$ cat src/design/bdad_pkg.sv
// ----------------------------------------------------------------------------
// bdad_pkg: shared types and constants of the bitstream dpcm audio decoder
// Holds the configuration bundle, the queue entry between front and back,
// the result record and the register indexes of the configuration port.
// ----------------------------------------------------------------------------
`default_nettype none

package bdad_pkg;

  // block size limit, and field widths
  localparam int unsigned MaxBlockSamples = 65536;
  localparam int unsigned SampW           = 17;
  localparam int unsigned QueueDepth      = 4;
  localparam int unsigned QueuePtrW       = $clog2(QueueDepth);

  localparam logic [SampW-1:0] MAX_SAMPLES = SampW'(MaxBlockSamples);

  // configuration register indexes
  typedef enum logic [1:0] {
    CFG_STEREO = 2'd0,
    CFG_WIDE   = 2'd1,
    CFG_LEVEL  = 2'd2
  } cfg_idx_e;

  // configuration bundle
  typedef struct packed {
    logic       stereo;
    logic       wide;
    logic [2:0] level;
  } cfg_t;

  // one classified input byte waiting for the decoder
  typedef struct packed {
    logic [7:0]       data;
    logic             start;
    logic [SampW-1:0] samples;
    logic             last;
  } qent_t;

  // one decoded result
  typedef struct packed {
    logic [15:0] sample;
    logic [8:0]  rep;
    logic        chan;
    logic        last;
  } result_t;

endpackage

`default_nettype wire

$ cat src/design/bdad_front.sv
// ----------------------------------------------------------------------------
// bdad_front: input side of the decoder
// Accepts compressed bytes, clamps the block size and queues them in a
// small fifo so the decoder can stall without blocking the input.
// ----------------------------------------------------------------------------
`default_nettype none

module bdad_front (
  input  wire logic                       clk_i,
  input  wire logic                       rst_ni,
  input  wire logic                       in_valid_i,
  output logic                            in_stall_o,
  input  wire logic [7:0]                 byte_value_i,
  input  wire logic                       block_start_i,
  input  wire logic [bdad_pkg::SampW-1:0] block_samples_i,
  input  wire logic                       last_byte_i,
  output logic                            q_valid_o,
  output bdad_pkg::qent_t                 q_data_o,
  input  wire logic                       q_pop_i
);

  bdad_pkg::qent_t                    mem_q [bdad_pkg::QueueDepth];
  logic [bdad_pkg::QueuePtrW-1:0]     wr_ptr_q, wr_ptr_d;
  logic [bdad_pkg::QueuePtrW-1:0]     rd_ptr_q, rd_ptr_d;
  logic [bdad_pkg::QueuePtrW:0]       count_q, count_d;
  logic                               push;
  bdad_pkg::qent_t                    new_ent;

  // full fifo holds off the input
  assign in_stall_o = (count_q == (bdad_pkg::QueuePtrW+1)'(bdad_pkg::QueueDepth));
  assign push       = in_valid_i && !in_stall_o;
  assign q_valid_o  = (count_q != '0);
  assign q_data_o   = mem_q[rd_ptr_q];

  // classify: clamp the block size on block start bytes
  always_comb begin
    new_ent.data    = byte_value_i;
    new_ent.start   = block_start_i;
    new_ent.last    = last_byte_i;
    new_ent.samples = (block_samples_i > bdad_pkg::MAX_SAMPLES) ?
                      bdad_pkg::MAX_SAMPLES : block_samples_i;
  end

  // pointer and fill count update
  always_comb begin
    wr_ptr_d = wr_ptr_q;
    rd_ptr_d = rd_ptr_q;
    count_d  = count_q;
    if (push) begin
      wr_ptr_d = wr_ptr_q + 1'b1;
    end
    if (q_pop_i) begin
      rd_ptr_d = rd_ptr_q + 1'b1;
    end
    case ({push, q_pop_i})
      2'b10:   count_d = count_q + 1'b1;
      2'b01:   count_d = count_q - 1'b1;
      default: count_d = count_q;
    endcase
  end

  always_ff @(posedge clk_i or negedge rst_ni) begin
    if (!rst_ni) begin
      wr_ptr_q <= '0;
      rd_ptr_q <= '0;
      count_q  <= '0;
    end else begin
      wr_ptr_q <= wr_ptr_d;
      rd_ptr_q <= rd_ptr_d;
      count_q  <= count_d;
    end
  end

  // fifo storage
  always_ff @(posedge clk_i) begin
    if (push) begin
      mem_q[wr_ptr_q] <= new_ent;
    end
  end

endmodule

`default_nettype wire

$ cat src/design/bdad_back.sv
// ----------------------------------------------------------------------------
// bdad_back: decoding engine of the decoder
// Pops queued bytes, loads block headers, feeds the bit buffer and decodes
// one code per cycle while the output is not stalled into an output register with its own handshake.
// ----------------------------------------------------------------------------
`default_nettype none

module bdad_back (
  input  wire logic                       clk_i,
  input  wire logic                       rst_ni,
  input  wire bdad_pkg::cfg_t             cfg_i,
  input  wire logic                       q_valid_i,
  input  wire bdad_pkg::qent_t            q_data_i,
  output logic                            q_pop_o,
  output logic                            out_valid_o,
  input  wire logic                       out_stall_i,
  output bdad_pkg::result_t               out_o
);

  typedef enum logic [1:0] {
    ST_IDLE   = 2'b01,
    ST_DECODE = 2'b10
  } state_e;

  state_e                       st_q, st_d;
  logic [23:0]                  buf_q, buf_d;
  logic [4:0]                   cnt_q, cnt_d;
  logic [31:0]                  left_q, left_d;
  logic [31:0]                  right_q, right_d;
  logic                         chsel_q, chsel_d;
  logic [bdad_pkg::SampW-1:0]   samples_q, samples_d;
  logic [2:0]                   hdr_q, hdr_d;
  logic [7:0]                   hlow_q, hlow_d;
  logic [1:0]                   nres_q, nres_d;
  logic                         lastb_q, lastb_d;
  logic                         pend_valid_q, pend_valid_d;
  bdad_pkg::result_t            pend_q, pend_d;
  logic                         out_valid_q;
  bdad_pkg::result_t            out_q;

  logic                         emit;
  bdad_pkg::result_t            emit_res;
  logic                         emit_rdy;

  // code decoder signals
  logic [2:0]                   cl;
  logic [2:0]                   typ;
  logic                         dec_ok;
  logic [3:0]                   dec_len;
  logic [7:0]                   dec_run;
  logic                         dec_zero;
  logic                         dec_delta;
  logic [3:0]                   w;
  logic [3:0]                   s;
  logic [2:0]                   off;
  logic [2:0]                   wm1;
  logic [7:0]                   code8;
  logic [7:0]                   mag;
  logic [31:0]                  dlt;
  logic [31:0]                  cur_acc;
  logic [31:0]                  new_acc;
  logic [8:0]                   rep;
  logic [8:0]                   rep_cut;
  bdad_pkg::result_t            new_res;

  assign emit_rdy    = !out_valid_q || !out_stall_i;
  assign out_valid_o = out_valid_q;
  assign out_o       = out_q;
  assign cur_acc     = chsel_q ? right_q : left_q;

  // decode one code at the bottom of the bit buffer
  always_comb begin
    cl        = (cfg_i.level > 3'd5) ? 3'd5 : cfg_i.level;
    typ       = buf_q[2:0];
    dec_ok    = 1'b0;
    dec_len   = 4'd3;
    dec_run   = '0;
    dec_zero  = 1'b0;
    dec_delta = 1'b0;
    w         = 4'd2;
    s         = 4'd0;
    off       = 3'd3;
    if (cnt_q >= 5'd3) begin
      if (typ == 3'd7) begin
        if (cnt_q >= 5'd4) begin
          if (buf_q[3]) begin
            dec_zero = 1'b1;
            dec_len  = 4'd4;
            dec_ok   = 1'b1;
          end else begin
            w         = (cl >= 3'd3) ? 4'd8 : 4'd8 - {1'b0, cl};
            s         = (cl >= 3'd3) ? 4'd9 : 4'd9 + {1'b0, cl};
            off       = 3'd4;
            dec_len   = 4'd4 + w;
            dec_delta = 1'b1;
            dec_ok    = (cnt_q >= {1'b0, dec_len});
          end
        end
      end else if (typ != 3'd0) begin
        w         = (cl >= 3'd3) ? {1'b0, cl} + 4'd3 : 4'd5 - {1'b0, cl};
        s         = (cl >= 3'd3) ? 4'd1 + {1'b0, typ} : 4'd2 + {1'b0, typ} + {1'b0, cl};
        off       = 3'd3;
        dec_len   = 4'd3 + w;
        dec_delta = 1'b1;
        dec_ok    = (cnt_q >= {1'b0, dec_len});
      end else if (cl == 3'd5 && !cfg_i.stereo) begin
        // run length code, mono at the top level only
        if (cnt_q >= 5'd4) begin
          if (!buf_q[3]) begin
            dec_len = 4'd4;
            dec_ok  = 1'b1;
          end else if (cnt_q >= 5'd6) begin
            if (buf_q[5:4] != 2'd3) begin
              dec_run = {6'd0, buf_q[5:4]};
              dec_len = 4'd6;
              dec_ok  = 1'b1;
            end else begin
              dec_run = buf_q[13:6];
              dec_len = 4'd14;
              dec_ok  = (cnt_q >= 5'd14);
            end
          end
        end
      end else begin
        dec_len = 4'd3;
        dec_ok  = 1'b1;
      end
    end
  end

  // sign-magnitude delta applied to the current channel
  always_comb begin
    wm1   = 3'(w - 4'd1);
    code8 = 8'(buf_q >> off);
    mag   = code8 & 8'((9'd1 << wm1) - 9'd1);
    dlt   = 32'(mag) << s;
    if (dec_zero) begin
      new_acc = '0;
    end else if (dec_delta) begin
      new_acc = code8[wm1] ? cur_acc - dlt : cur_acc + dlt;
    end else begin
      new_acc = cur_acc;
    end
  end

  // result record, repeat count cut to the block budget
  always_comb begin
    rep     = {1'b0, dec_run} + 9'd1;
    rep_cut = ({8'd0, rep} > samples_q) ? samples_q[8:0] : rep;
    new_res.sample = cfg_i.wide ? new_acc[15:0] : {{8{new_acc[7]}}, new_acc[7:0]};
    new_res.rep    = rep_cut;
    new_res.chan   = chsel_q;
    new_res.last   = 1'b0;
  end

  // sequencer: pop a byte, then one code per cycle while the output can take it, then finish
  always_comb begin
    logic [bdad_pkg::SampW-1:0] s_e;
    logic [23:0]                b_e;
    logic [4:0]                 c_e;
    logic [31:0]                l_e;
    logic [31:0]                r_e;
    logic                       ch_e;
    logic [2:0]                 h_e;
    logic [7:0]                 hl_e;
    logic [2:0]                 hlen;
    logic [15:0]                hv;
    logic                       stop;

    st_d         = st_q;
    buf_d        = buf_q;
    cnt_d        = cnt_q;
    left_d       = left_q;
    right_d      = right_q;
    chsel_d      = chsel_q;
    samples_d    = samples_q;
    hdr_d        = hdr_q;
    hlow_d       = hlow_q;
    nres_d       = nres_q;
    lastb_d      = lastb_q;
    pend_valid_d = pend_valid_q;
    pend_d       = pend_q;
    q_pop_o      = 1'b0;
    emit         = 1'b0;
    emit_res     = pend_q;
    s_e          = samples_q;
    b_e          = buf_q;
    c_e          = cnt_q;
    l_e          = left_q;
    r_e          = right_q;
    ch_e         = chsel_q;
    h_e          = hdr_q;
    hl_e         = hlow_q;
    hlen         = cfg_i.wide ? (cfg_i.stereo ? 3'd4 : 3'd2) : (cfg_i.stereo ? 3'd2 : 3'd1);
    hv           = {q_data_i.data, hlow_q};
    stop         = 1'b0;

    unique case (st_q)
      ST_IDLE: begin
        if (q_valid_i) begin
          q_pop_o = 1'b1;
          // block start restarts the decoder
          if (q_data_i.start) begin
            s_e  = q_data_i.samples;
            b_e  = '0;
            c_e  = '0;
            l_e  = '0;
            r_e  = '0;
            ch_e = 1'b0;
            h_e  = '0;
            hl_e = '0;
          end
          hv = {q_data_i.data, hl_e};
          if (s_e != '0 && h_e < hlen) begin
            // starting values, left channel first
            if (cfg_i.wide) begin
              if (!h_e[0]) begin
                hl_e = q_data_i.data;
              end else if (h_e[1]) begin
                r_e = {{16{hv[15]}}, hv};
              end else begin
                l_e = {{16{hv[15]}}, hv};
              end
            end else if (h_e[0]) begin
              r_e = {{24{q_data_i.data[7]}}, q_data_i.data};
            end else begin
              l_e = {{24{q_data_i.data[7]}}, q_data_i.data};
            end
            h_e = h_e + 3'd1;
          end else if (s_e != '0) begin
            // append the byte to the bit buffer
            if (c_e <= 5'd16) begin
              b_e = b_e | (24'(q_data_i.data) << c_e);
              c_e = c_e + 5'd8;
            end
            st_d    = ST_DECODE;
            nres_d  = '0;
            lastb_d = q_data_i.last;
          end
          if (st_d == ST_IDLE && q_data_i.last) begin
            s_e = '0;
            b_e = '0;
            c_e = '0;
          end
          samples_d = s_e;
          buf_d     = b_e;
          cnt_d     = c_e;
          left_d    = l_e;
          right_d   = r_e;
          chsel_d   = ch_e;
          hdr_d     = h_e;
          hlow_d    = hl_e;
        end
      end
      ST_DECODE: begin
        stop = (nres_q == 2'd3) || (samples_q == '0) || !dec_ok;
        if (!pend_valid_q || emit_rdy) begin
          emit          = pend_valid_q;
          emit_res      = pend_q;
          emit_res.last = stop;
          if (stop) begin
            // byte done: the held result closes it
            pend_valid_d = 1'b0;
            st_d         = ST_IDLE;
            if (lastb_q) begin
              samples_d = '0;
              buf_d     = '0;
              cnt_d     = '0;
            end
          end else begin
            pend_valid_d = 1'b1;
            pend_d       = new_res;
            buf_d        = buf_q >> dec_len;
            cnt_d        = cnt_q - {1'b0, dec_len};
            samples_d    = samples_q - {8'd0, rep_cut};
            chsel_d      = chsel_q ^ cfg_i.stereo;
            nres_d       = nres_q + 2'd1;
            if (chsel_q) begin
              right_d = new_acc;
            end else begin
              left_d = new_acc;
            end
          end
        end
      end
      default: begin
        st_d = ST_IDLE;
      end
    endcase
  end

  always_ff @(posedge clk_i or negedge rst_ni) begin
    if (!rst_ni) begin
      st_q         <= ST_IDLE;
      buf_q        <= '0;
      cnt_q        <= '0;
      left_q       <= '0;
      right_q      <= '0;
      chsel_q      <= 1'b0;
      samples_q    <= '0;
      hdr_q        <= '0;
      hlow_q       <= '0;
      nres_q       <= '0;
      lastb_q      <= 1'b0;
      pend_valid_q <= 1'b0;
      out_valid_q  <= 1'b0;
    end else begin
      st_q         <= st_d;
      buf_q        <= buf_d;
      cnt_q        <= cnt_d;
      left_q       <= left_d;
      right_q      <= right_d;
      chsel_q      <= chsel_d;
      samples_q    <= samples_d;
      hdr_q        <= hdr_d;
      hlow_q       <= hlow_d;
      nres_q       <= nres_d;
      lastb_q      <= lastb_d;
      pend_valid_q <= pend_valid_d;
      if (emit) begin
        out_valid_q <= 1'b1;
      end else if (!out_stall_i) begin
        out_valid_q <= 1'b0;
      end
    end
  end

  // payload registers
  always_ff @(posedge clk_i) begin
    pend_q <= pend_d;
    if (emit) begin
      out_q <= emit_res;
    end
  end

endmodule

`default_nettype wire

$ cat src/design/bitstream_dpcm_audio_decoder_top.sv
// ----------------------------------------------------------------------------
// bitstream_dpcm_audio_decoder_top: block dpcm audio decoder
// Byte-fed decoder of block compressed audio with a small input fifo, a
// decoding engine and a registered result port.
// ----------------------------------------------------------------------------
// Bytes enter a four-entry fifo and are decoded one at a time. A header byte
// or an ignored byte is handled in the idle state alone; a data byte first
// enters the bit buffer, then yields one decoded code per cycle (up to three)
// while results are not stalled, and is then closed. This loop sets the
// byte rate; the fifo lets input flow on until it fills. The user must write
// configuration only while no byte is in flight; the block does not enforce it.
`default_nettype none

module bitstream_dpcm_audio_decoder_top (
  input  wire logic                       clk_i,
  input  wire logic                       rst_ni,
  input  wire logic                       cfg_we_i,
  input  wire logic [1:0]                 cfg_index_i,
  input  wire logic [2:0]                 cfg_data_i,
  input  wire logic                       in_valid_i,
  output logic                            in_stall_o,
  input  wire logic [7:0]                 byte_value_i,
  input  wire logic                       block_start_i,
  input  wire logic [bdad_pkg::SampW-1:0] block_samples_i,
  input  wire logic                       last_byte_i,
  output logic                            out_valid_o,
  input  wire logic                       out_stall_i,
  output logic signed [15:0]              sample_o,
  output logic [8:0]                      repeat_count_o,
  output logic                            channel_o,
  output logic                            last_o
);

  bdad_pkg::cfg_t    cfg_q, cfg_d;
  logic              q_valid;
  bdad_pkg::qent_t   q_data;
  logic              q_pop;
  bdad_pkg::result_t res;

  // configuration registers
  always_comb begin
    cfg_d = cfg_q;
    if (cfg_we_i) begin
      unique case (cfg_index_i)
        bdad_pkg::CFG_STEREO: cfg_d.stereo = cfg_data_i[0];
        bdad_pkg::CFG_WIDE:   cfg_d.wide   = cfg_data_i[0];
        bdad_pkg::CFG_LEVEL:  cfg_d.level  = cfg_data_i;
        default:              cfg_d        = cfg_q;
      endcase
    end
  end

  always_ff @(posedge clk_i or negedge rst_ni) begin
    if (!rst_ni) begin
      cfg_q.stereo <= 1'b0;
      cfg_q.wide   <= 1'b1;
      cfg_q.level  <= 3'd2;
    end else begin
      cfg_q <= cfg_d;
    end
  end

  // input side with fifo
  bdad_front u_front (
    .clk_i           (clk_i),
    .rst_ni          (rst_ni),
    .in_valid_i      (in_valid_i),
    .in_stall_o      (in_stall_o),
    .byte_value_i    (byte_value_i),
    .block_start_i   (block_start_i),
    .block_samples_i (block_samples_i),
    .last_byte_i     (last_byte_i),
    .q_valid_o       (q_valid),
    .q_data_o        (q_data),
    .q_pop_i         (q_pop)
  );

  // decoding engine
  bdad_back u_back (
    .clk_i       (clk_i),
    .rst_ni      (rst_ni),
    .cfg_i       (cfg_q),
    .q_valid_i   (q_valid),
    .q_data_i    (q_data),
    .q_pop_o     (q_pop),
    .out_valid_o (out_valid_o),
    .out_stall_i (out_stall_i),
    .out_o       (res)
  );

  assign sample_o       = res.sample;
  assign repeat_count_o = res.rep;
  assign channel_o      = res.chan;
  assign last_o         = res.last;

endmodule

`default_nettype wire

$ cat config.mk
export PLATFORM = sky130hd
export DESIGN_NAME = bitstream_dpcm_audio_decoder_top
export DESIGN_NICKNAME = d
export VERILOG_FILES = /design/src/design/bdad_pkg.sv /design/src/design/bdad_front.sv /design/src/design/bdad_back.sv /design/src/design/bitstream_dpcm_audio_decoder_top.sv
export SDC_FILE = /design/constraint.sdc
export NUM_CORES = 1
export LEC_CHECK = 0
export BUFFER_PORTS_ARGS = -buffer_cell sky130_fd_sc_hd__buf_2
export CORE_MARGIN = 5
export CORE_UTILIZATION = 50
export DETAILED_ROUTE_END_ITERATION = 12
export HOLD_SLACK_MARGIN = 0.05
export PLACE_DENSITY = 0.65
export SETUP_SLACK_MARGIN = 0.4
export SLEW_MARGIN = 20
export SYNTH_ARGS = -nofsm -noshare
export SYNTH_HDL_FRONTEND = slang
export SYNTH_SLANG_ARGS = --single-unit
$ cat constraint.sdc
create_clock -name clk_i -period 9 [get_ports clk_i]
set_input_delay 1.35 -clock clk_i [delete_from_list [all_inputs] [get_ports clk_i]]
set_output_delay 1.35 -clock clk_i [all_outputs]
set_load 0.02 [all_outputs]
==> results, run 1 <==
- CTS saw 270 sinks.
- The run finished with clean final reports.
- The number of unique standard cell types used by synthesis is roughly 90.
- The die covers 0.0391 sq mm.
- The startpoint of the lowest-slack hold path is u_back.pend_q[5].
- In the routed design, unresolved DRC markers number 0.
- The final layout contains 1928 nets.
- In this run the core area contains 68 standard-cell rows.
- Entering global routing, the biggest net connects 67 pins.
- Among cell families on the critical path, the largest total delay comes from simple AND/OR/NAND/NOR gates.
- The analysis attributes to cell leakage a power of 7.73 nW.
- The number of non-filler instances in the completed layout is 2287.
- The global-route wire length before repair is 78.6 mm.
- The number of cells on the worst reg-to-reg path is 36.
- The cell with the biggest individual delay on the critical path is or4_1.
- In this run the critical register-to-register path is launched from cfg_q[2].
- Clock-pin slew was measured on the worst setup and hold paths at 0.06 ns.
- The worst slew slack as a fraction of its limit is 26.8%.
- The number of placed instances, taps included is approximately 2200.
- Setup violations remaining at the end of the flow were counted as 0.
- The first-pass detailed-route iteration total is 5.
- Data on the critical path is required at its endpoint by roughly 9.5 ns.
- After synthesis, the share of cell area in mux cells is 11.1%.
- The proportion of register bits with asynchronous set or reset after synthesis is 40.4%.
- Setup repair after global routing left no endpoint under its margin.
- Along the worst hold path, the cell count comes to 0.
- The post-synthesis cell area is approximately 0.018 sq mm.
- The routing usage on met2 is 37.4%.
- The number of max-slew violations in the final report came to 0.
- Detailed placement finished with a half-perimeter wire length of 35.2 mm.
- The share of the synthesized area in compound gates (AO/OA/AOI/OAI) is 19.0%.
- Once detail routing completed, the nets flagged for antenna violations numbered 0.
- The chip height is 198 um.
- Using the TritonRoute via totals, the vias-per-cell ratio works out to 6.27.
- After synthesis, the mean cell area works out to about 9.9 sq um.
- The clock insertion delay at the later pin of the skew report is 0.59 ns.
- The count of maximum capacitance violations is 0.
- The count of routing violations after the opening detailed-route iteration is 1488.
- The final layout contains routed wiring with a total length of 49.5 mm.
- The number of buffers created by CTS is 30.
- Dividing the final minimum period by the clock period gives about nine tenths.
- After Yosys synthesis, XOR and XNOR cells account for under 10% of the synthesized area.
- Pin placement for this block handled 66 I/O pins.
- The number of flops mapped to enable cells by yosys is 161.
- The largest driver fanout on the critical path is 8.
- STA classifies the critical path startpoint as a register.
- Across every metal layer, demand over resource in global routing totals 24.9%.
- OpenSTA, run right after detailed placement, puts the worst setup slack at about 0.29 ns.
- Detailed routing inserted a total of 14342 vias.
- The fraction of met1 tracks used by global routing is 38.5%.
- The peak supply drop is 0.280 mV.
- Summed over all layers, the global routing overflow is 0.
- The sequential area share after synthesis is between 40% and 50%.
- The cell sitting at the root of the clock tree is a clkbuf_16.
- The number of instances in the synthesized netlist is roughly 1800.
- The most used flip-flop cell after synthesis is edfxtp_1.
- The combinational family with the most area after synthesis is compound AO/OA/AOI/OAI gates.
- The longest individual stage delay on the worst path is between 0.5 and 0.6 ns.
- The number of H-tree levels is 1.
- Cells fill 56.0% of the core in the end.
- The post-synth net total is 1893.
- The fmax is 126 MHz.
- Dividing total power by cell area gives a power density of 417 mW/mm^2.
- The final weighted congestion in routability-driven placement is 0.952.
- The number of global-route vias before repair is 13649.
- The number of antenna violations at the first check in global routing was 0.
- The endpoint of the worst hold-timing path is u_back.out_o[5].
- The repair_antennas step left the layout with diodes totalling 0.
- The final critical path time including I/O delays and setup is roughly 8.0 ns.
- The setup skew after layout is 0.0331 ns.
- TritonCTS built the clock tree.
- The count of buffers added on input and output ports is 65.
- Global routing used 2.94% of the available met3 tracks.
- The adder-cell area share of the yosys netlist is 6.10%.
- The buffer levels on the longest clock path is 3.
- The number of synthesized register bits is 270.
- The number of hold-slack violations in the final timing report is 0.
- The worst reg2reg path endpoint is u_back.left_q[15].
- The setup slack of the worst register-to-register path is about 1.0 ns.
- The critical path capture point type is a register.
- The data arrival time of the worst path is 8.44 ns.
- For the pin with the worst max-slew slack, the measured transition is 1.10 ns.
- The detail-routed net length per standard cell is 21.6 um.
- The synthesis-to-finish area growth is 10.3%.
- The most used routing layer is met1.
- The aggregate negative setup slack is 0 ns.
- The horizontal extent of the die is 198 um.
- For this run, the number of Yosys warnings is 0.
- The floorplan step defined a core boundary enclosing ~0.035 sq mm.
- The worst min-delay path category is reg -> reg.
- Summing the areas of all and, or, nand and nor instances in the mapped netlist gives 14.7% of the synthesized area.
- Once the floorplan was initialized, standard cells occupied 50.8% of the core.
- In the final layout, the share of cells above drive strength 1 is 14.9%.
- Once routing completed, OpenROAD measured the worst setup slack at 1.04 ns.
- The type of the worst setup path is reg -> reg.
- Counting both buffers and inverters, the worst setup path holds a total of 5.
## metal layers
layer / part of all wire [%] / wire length, um
met2: 44 / 21900
met1: 46 / 22900
met5: 0 / 0
met4: 2.3 / 1130
met3: 7.2 / 3560
## area by class of cell
| class | count | area [sq um] |
|---|---|---|
| Timing Repair Buffer | 109 | 658 |
| Clock buffer | 45 | 817 |
| Clock inverter | 11 | 129 |
| Multi-Input combinational cell | 1329 | 9440 |
| Inverter | 68 | 259 |
| Fill cell | 3036 | 15300 |
| Sequential cell | 270 | 7570 |
| Tap cell | 455 | 569 |
## cell families after synthesis
| group | count (synthesis) |
|---|---|
| AND/OR/NAND/NOR | 548 |
| AO/OA/AOI/OAI | 500 |
| flip-flops | 270 |
| buffers and inverters | 174 |
| multiplexers | 156 |
| adder cells (fa/ha/maj) | 83 |
| XOR/XNOR | 42 |
## synthesized netlist by cell type, types with 5 or more instances
master    number  area (sq um)
or2_2          7          43.8
fa_1           5           100
a21boi_0       5          37.5
a31oi_1       24           150
ha_1          78           976
inv_1         64           240
edfxtp_1     161          4830
buf_2         10          50.1
mux4_2        28           631
a211oi_1      19           143
a21oi_1      125           626
nand2_1      179           672
a221o_1        9          90.1
nand2b_1      20           125
and3_1        19           119
dfrtp_1      106          2650
o31ai_1        9          67.6
nand3_1       36           180
xor2_1        21           184
nor2_1       140           526
o21a_1        12          90.1
mux2_2        37           417
or3_1          8          50.1
mux2i_1       90           901
a32oi_1        5          43.8
o21ai_1        6          30.0
clkbuf_1      78           293
nor3_1        39           195
o22a_1         7          61.3
nand4_1        7          43.8
o211ai_1       6          45.0
o32ai_1        7          61.3
o22ai_1       37           231
xnor2_1       20           175
buf_1         13          48.8
a22oi_1       20           150
and2_1        21           131
nor4_1        13          81.3
o21ai_0      108           541
nor2b_1       35           219
a21o_1        15           113
a22o_1        39           342
## cell usage in the layout (no fill, tap or decap), types with 8 or more instances in the layout
cell / netlist / final
a31oi_1: 24 / 23
a21oi_1: 125 / 122
mux4_2: 28 / 28
buf_4: 3 / 45
nand2_1: 179 / 178
nand3_1: 36 / 36
xnor2_1: 20 / 20
clkbuf_16: 0 / 30
and2_1: 21 / 19
a21o_1: 15 / 14
xor2_1: 21 / 21
edfxtp_1: 161 / 161
or3_1: 8 / 8
nor4_1: 13 / 13
ha_1: 78 / 76
dfrtp_1: 106 / 104
o22ai_1: 37 / 37
a211oi_1: 19 / 18
mux2i_1: 90 / 88
and3_1: 19 / 19
nand2b_1: 20 / 20
nor2b_1: 35 / 35
a22o_1: 39 / 39
nor2_1: 140 / 138
a221o_1: 9 / 9
a22oi_1: 20 / 20
buf_2: 10 / 64
inv_1: 64 / 63
nor3_1: 39 / 39
o21ai_0: 108 / 108
o21a_1: 12 / 12
clkbuf_1: 78 / 14
mux2_2: 37 / 37
## worst max path at each step
| stage | depth (start not counted) | startpoint | end |
|---|---|---|---|
| after global placement | 36 | cfg_q[2] | u_back.left_q[15] |
| after global routing | 36 | cfg_q[2] | u_back.left_q[15] |
| final | 36 | cfg_q[2] | u_back.left_q[15] |
| after floorplan | 38 | cfg_q[2] | u_back.left_q[15] |
| after detailed placement | 36 | cfg_q[2] | u_back.left_q[15] |
| after CTS | 36 | cfg_q[2] | u_back.left_q[15] |
## power breakdown
part           switching [mW]  internal, mW
clock                   0.496         0.684
sequential              0.254          1.66
combinational            3.12          1.90
total                    3.87          4.24
## sequential cells by signal (all words and copies together), names as in the netlist, 3 cells and up
signal	cells
u_front.mem_q	108
u_back.out_o	27
u_back.pend_q	26
u_back.buf_q	24
u_back.samples_q	17
u_back.left_q	16
u_back.right_q	16
u_back.hlow_q	8
cfg_q	5
u_back.cnt_q	5
u_back.hdr_q	3
u_front.count_q	3
## stage by stage
step	area (sq um)	hold WS, ns	power (mW)
finish	19400	0.414	8.12
global route	19400	0.427	8.70
CTS	19300	0.414	7.97
detailed placement	18400	0.405	6.75
global placement	18400	0.402	6.67
floorplan	17600	0.400	5.49
## what timing repair did
| item | in CTS | in global routing |
|---|---|---|
| hold buffers | 0 | 0 |
| gates resized for setup | 2 | 10 |
| setup endpoints to repair | 3 | 12 |
| buffers inserted | 0 | 11 |
| pin swaps | 1 | 3 |
Note: power is estimated with default switching activity, not from simulation.
==> inputs of run 2 (changes only) <==
Settings changed: CORE_UTILIZATION 50 to 30, PLACE_DENSITY 0.65 to 0.43.
==> run 2 against run 1 <==
Compared with the run above: count of clock-buffer cells in the layout down 9; clock power is essentially flat; worst hold slack better by 0.0027 ns; wire length is 12% higher; setup slack got worse by 0.22 ns; register-to-register slack lost 0.22 ns; clock skew is 0.015 ns higher; sequential cell count unchanged; core utilization shrank 22 points; final cell count rose by 14%; sequential share of layout area decreased by 0.89 points; first-iteration DRC count fell by 21%; critical path type unchanged; highest routed layer is now met5.
==> results, run 2 (synthesis results as in run 1) <==
- Using the TritonRoute via totals, the vias-per-cell ratio works out to approximately 5.4.
- Timing would allow up to 122 MHz.
- Between clock sinks in the finished design, the worst skew comes to 0.0478 ns.
- The run finished with clean final reports.
- Setup violations remaining at the end of the flow were counted as 0.
- For the worst setup path, the data required time is 9.47 ns.
- The static leakage is 7.75 nW.
- Setup repair after global routing left no endpoint under its margin.
- Clock tree synthesis found a total of 270 sinks.
- The floorplan step defined a die boundary enclosing 0.0637 sq mm.
- The post-route fraction of the period consumed by the critical path is about 91%.
- The sum of overflow across all layers after global routing is 0.
- The number of hold-slack violations in the final timing report came to 0.
- The number of buffers created by CTS is 30.
- The first global-routing pass estimated 85.8 mm of wire.
- The peak supply drop is 0.179 mV.
- The number of placement rows is 88.
- The detailed router finished its first iteration with between 1000 and 1500 violations.
- Excluding fillers, the count of instances in the completed layout stands at 2602.
- The number of placed instances, taps included is about 2500.
- In this run the vertical extent of the chip is 252 um.
- The number of flip-flops under the largest register name is 108.
- For this block, the via count after detailed routing is approximately 14000.
- The number of global-route vias before repair is ~14000.
- Entering global routing, the biggest net connects 57 pins.
- The die is 252 um wide.
- The aggregate negative setup slack is 0 ns.
- Global routing used between 15 and 20% of the available tracks across all layers.
- The register with the most flip-flops is u_front.mem_q.
- The type of the worst setup path is reg -> reg.
- For the pin with the worst max-slew slack, the measured transition is 1.06 ns.
- The area of combinational cells with multiple inputs is approximately 0.0095 sq mm.
- The core box area is 0.0579 sq mm.
- The worst path in the final design needs a cycle of 8.18 ns, including I/O delays and setup.
- The number of antenna diodes in the final layout is 0.
- The library cells used most frequently in the layout, excluding fill and tap cells, are 178 x nand2_1, 161 x edfxtp_1, 136 x nor2_1.
- The number of antenna violations at the first check in global routing is 2.
- The critical path capture point type is a register.
- The count of boundary I/O pins is 66.
- The layout filler cell count is 5929.
- After clock tree synthesis, the clock-pin slew on the worst setup and hold paths is roughly 0.07 ns.
- In this run the remaining antenna-violating nets after routing total 0.
- Dividing the detail-routed wire length by the instance count gives 21.4 um.
- Summed over all layers, the routed wires come to about 56 mm.
- The worst min-delay path category is reg -> reg.
- The areal power density over the cells is 416 mW/mm^2.
- The cell with the biggest individual delay on the critical path is or4_4.
- The first TritonRoute pass finished after 5 iterations.
- The library cell used most frequently in the layout, excluding fill and tap cells, is nand2_1.
- The startpoint class of the critical path is a register.
- The cell at the root of the clock tree is clkbuf_16.
- In this design, the stage delay of the slowest critical-path cell is 0.54 ns.
- By instance count, the cell type seen most on the critical path is inv_1.
- The tool flagged a number of max-cap violations equal to 0.
- Of the cells placed in the final design, the portion with a size suffix greater than 1 is approximately 16%.
- The synthesis-to-finish area growth is 12.9%.
- The worst slew slack as a fraction of its limit is 29.4%.
- TritonCTS built the clock tree.
- Across the whole layout, storage elements account for 0.00757 sq mm.
- The number of max-slew violations in the final report is 0.
- The total of buffers placed on input and output ports is 65.
- At the end of routability-driven placement, the weighted congestion stood at 0.872.
- Summed over all nets, the half-perimeter wirelength after detailed placement is 39.6 mm.
- In this run the worst path has a maximum fanout of 8.
- Once the floorplan was initialized, standard cells occupied 30.4% of the core.
- No sink is reached through more buffers than the 3 on the longest clock path.
- After the last flow step, the layout net total stands at approximately 1900.
- Counting both buffers and inverters, the worst setup path holds a total of 5.
- The critical path's top delay family is simple AND/OR/NAND/NOR gates.
- At the worst endpoint, the arrival time is between 8 and 9 ns.
- The clock reaches the later pin of the worst-skew pair after 0.61 ns.
- The DRC violation count after routing is 0.
- The completed layout was analyzed and its total power is 8.28 mW.
- The number of H-tree levels is 1.
-- run 2: changes by cell type in the layout (fill, tap and decap cells not counted), sizes merged --
cell and change:
buf +6, clkbuf -9, clkinv +5, clkinvlp +3
-- run 2: path summary, 6_finish.rpt --
| check | startpoint | end | slack [ns] | cells past startpoint |
|---|---|---|---|---|
| max | cfg_q[2] | u_back.left_q[15] | 0.82 | 36 |
| min | u_back.pend_q[18] | u_back.out_o[18] | 0.42 | 0 |
| max reg2reg | cfg_q[2] | u_back.left_q[15] | 0.82 | 36 |
| min reg2reg | u_back.pend_q[18] | u_back.out_o[18] | 0.42 | 0 |
| max in group asynchronous | rst_ni | cfg_q[2] | 6.81 | 2 |
| min in group asynchronous | rst_ni | u_back.samples_q[1] | 0.82 | 1 |
-- run 2: per-stage QoR --
step	worst slack, ns	hold WS, ns	instance area [sq um]	util [%]
4_1_cts	0.436	0.415	19800	34.1
6_report	0.815	0.417	19900	34.4
3_3_place_gp	0.353	0.403	18800	32.4
2_1_floorplan	1.16	0.400	17600	-
5_1_grt	0.326	0.426	19900	34.4
3_5_place_dp	0.0771	0.405	18800	32.4
-- run 2: area by class of cell --
| cell class | count | area share (%) |
|---|---|---|
| Clock buffer | 36 | 3.89 |
| Clock inverter | 19 | 0.868 |
| Inverter | 68 | 1.30 |
| Multi-Input combinational cell | 1329 | 47.6 |
| Sequential cell | 270 | 38.0 |
| Tap cell | 765 | 4.81 |
| Timing Repair Buffer | 115 | 3.53 |
-- run 2: where the power goes --
part | switching (mW) | internal (mW)
combinational | 3.24 | 1.95
sequential | 0.235 | 1.66
clock | 0.529 | 0.670
total | 4.01 | 4.28
-- run 2: timing repair --
item	4_1_cts	5_1_grt
buffers inserted	1	13
pin swaps	0	5
setup endpoints to repair	3	14
gates resized for setup	5	12
hold buffers	0	0
-- run 2: per-layer routing --
layer,wire [um],GRT usage [%],up-vias
met2,24500,25.9,350
met1,27400,25.7,6973
met4,1240,4.02,4
met5,28,0,-
li1,-,-,6720
met3,2510,1.88,70
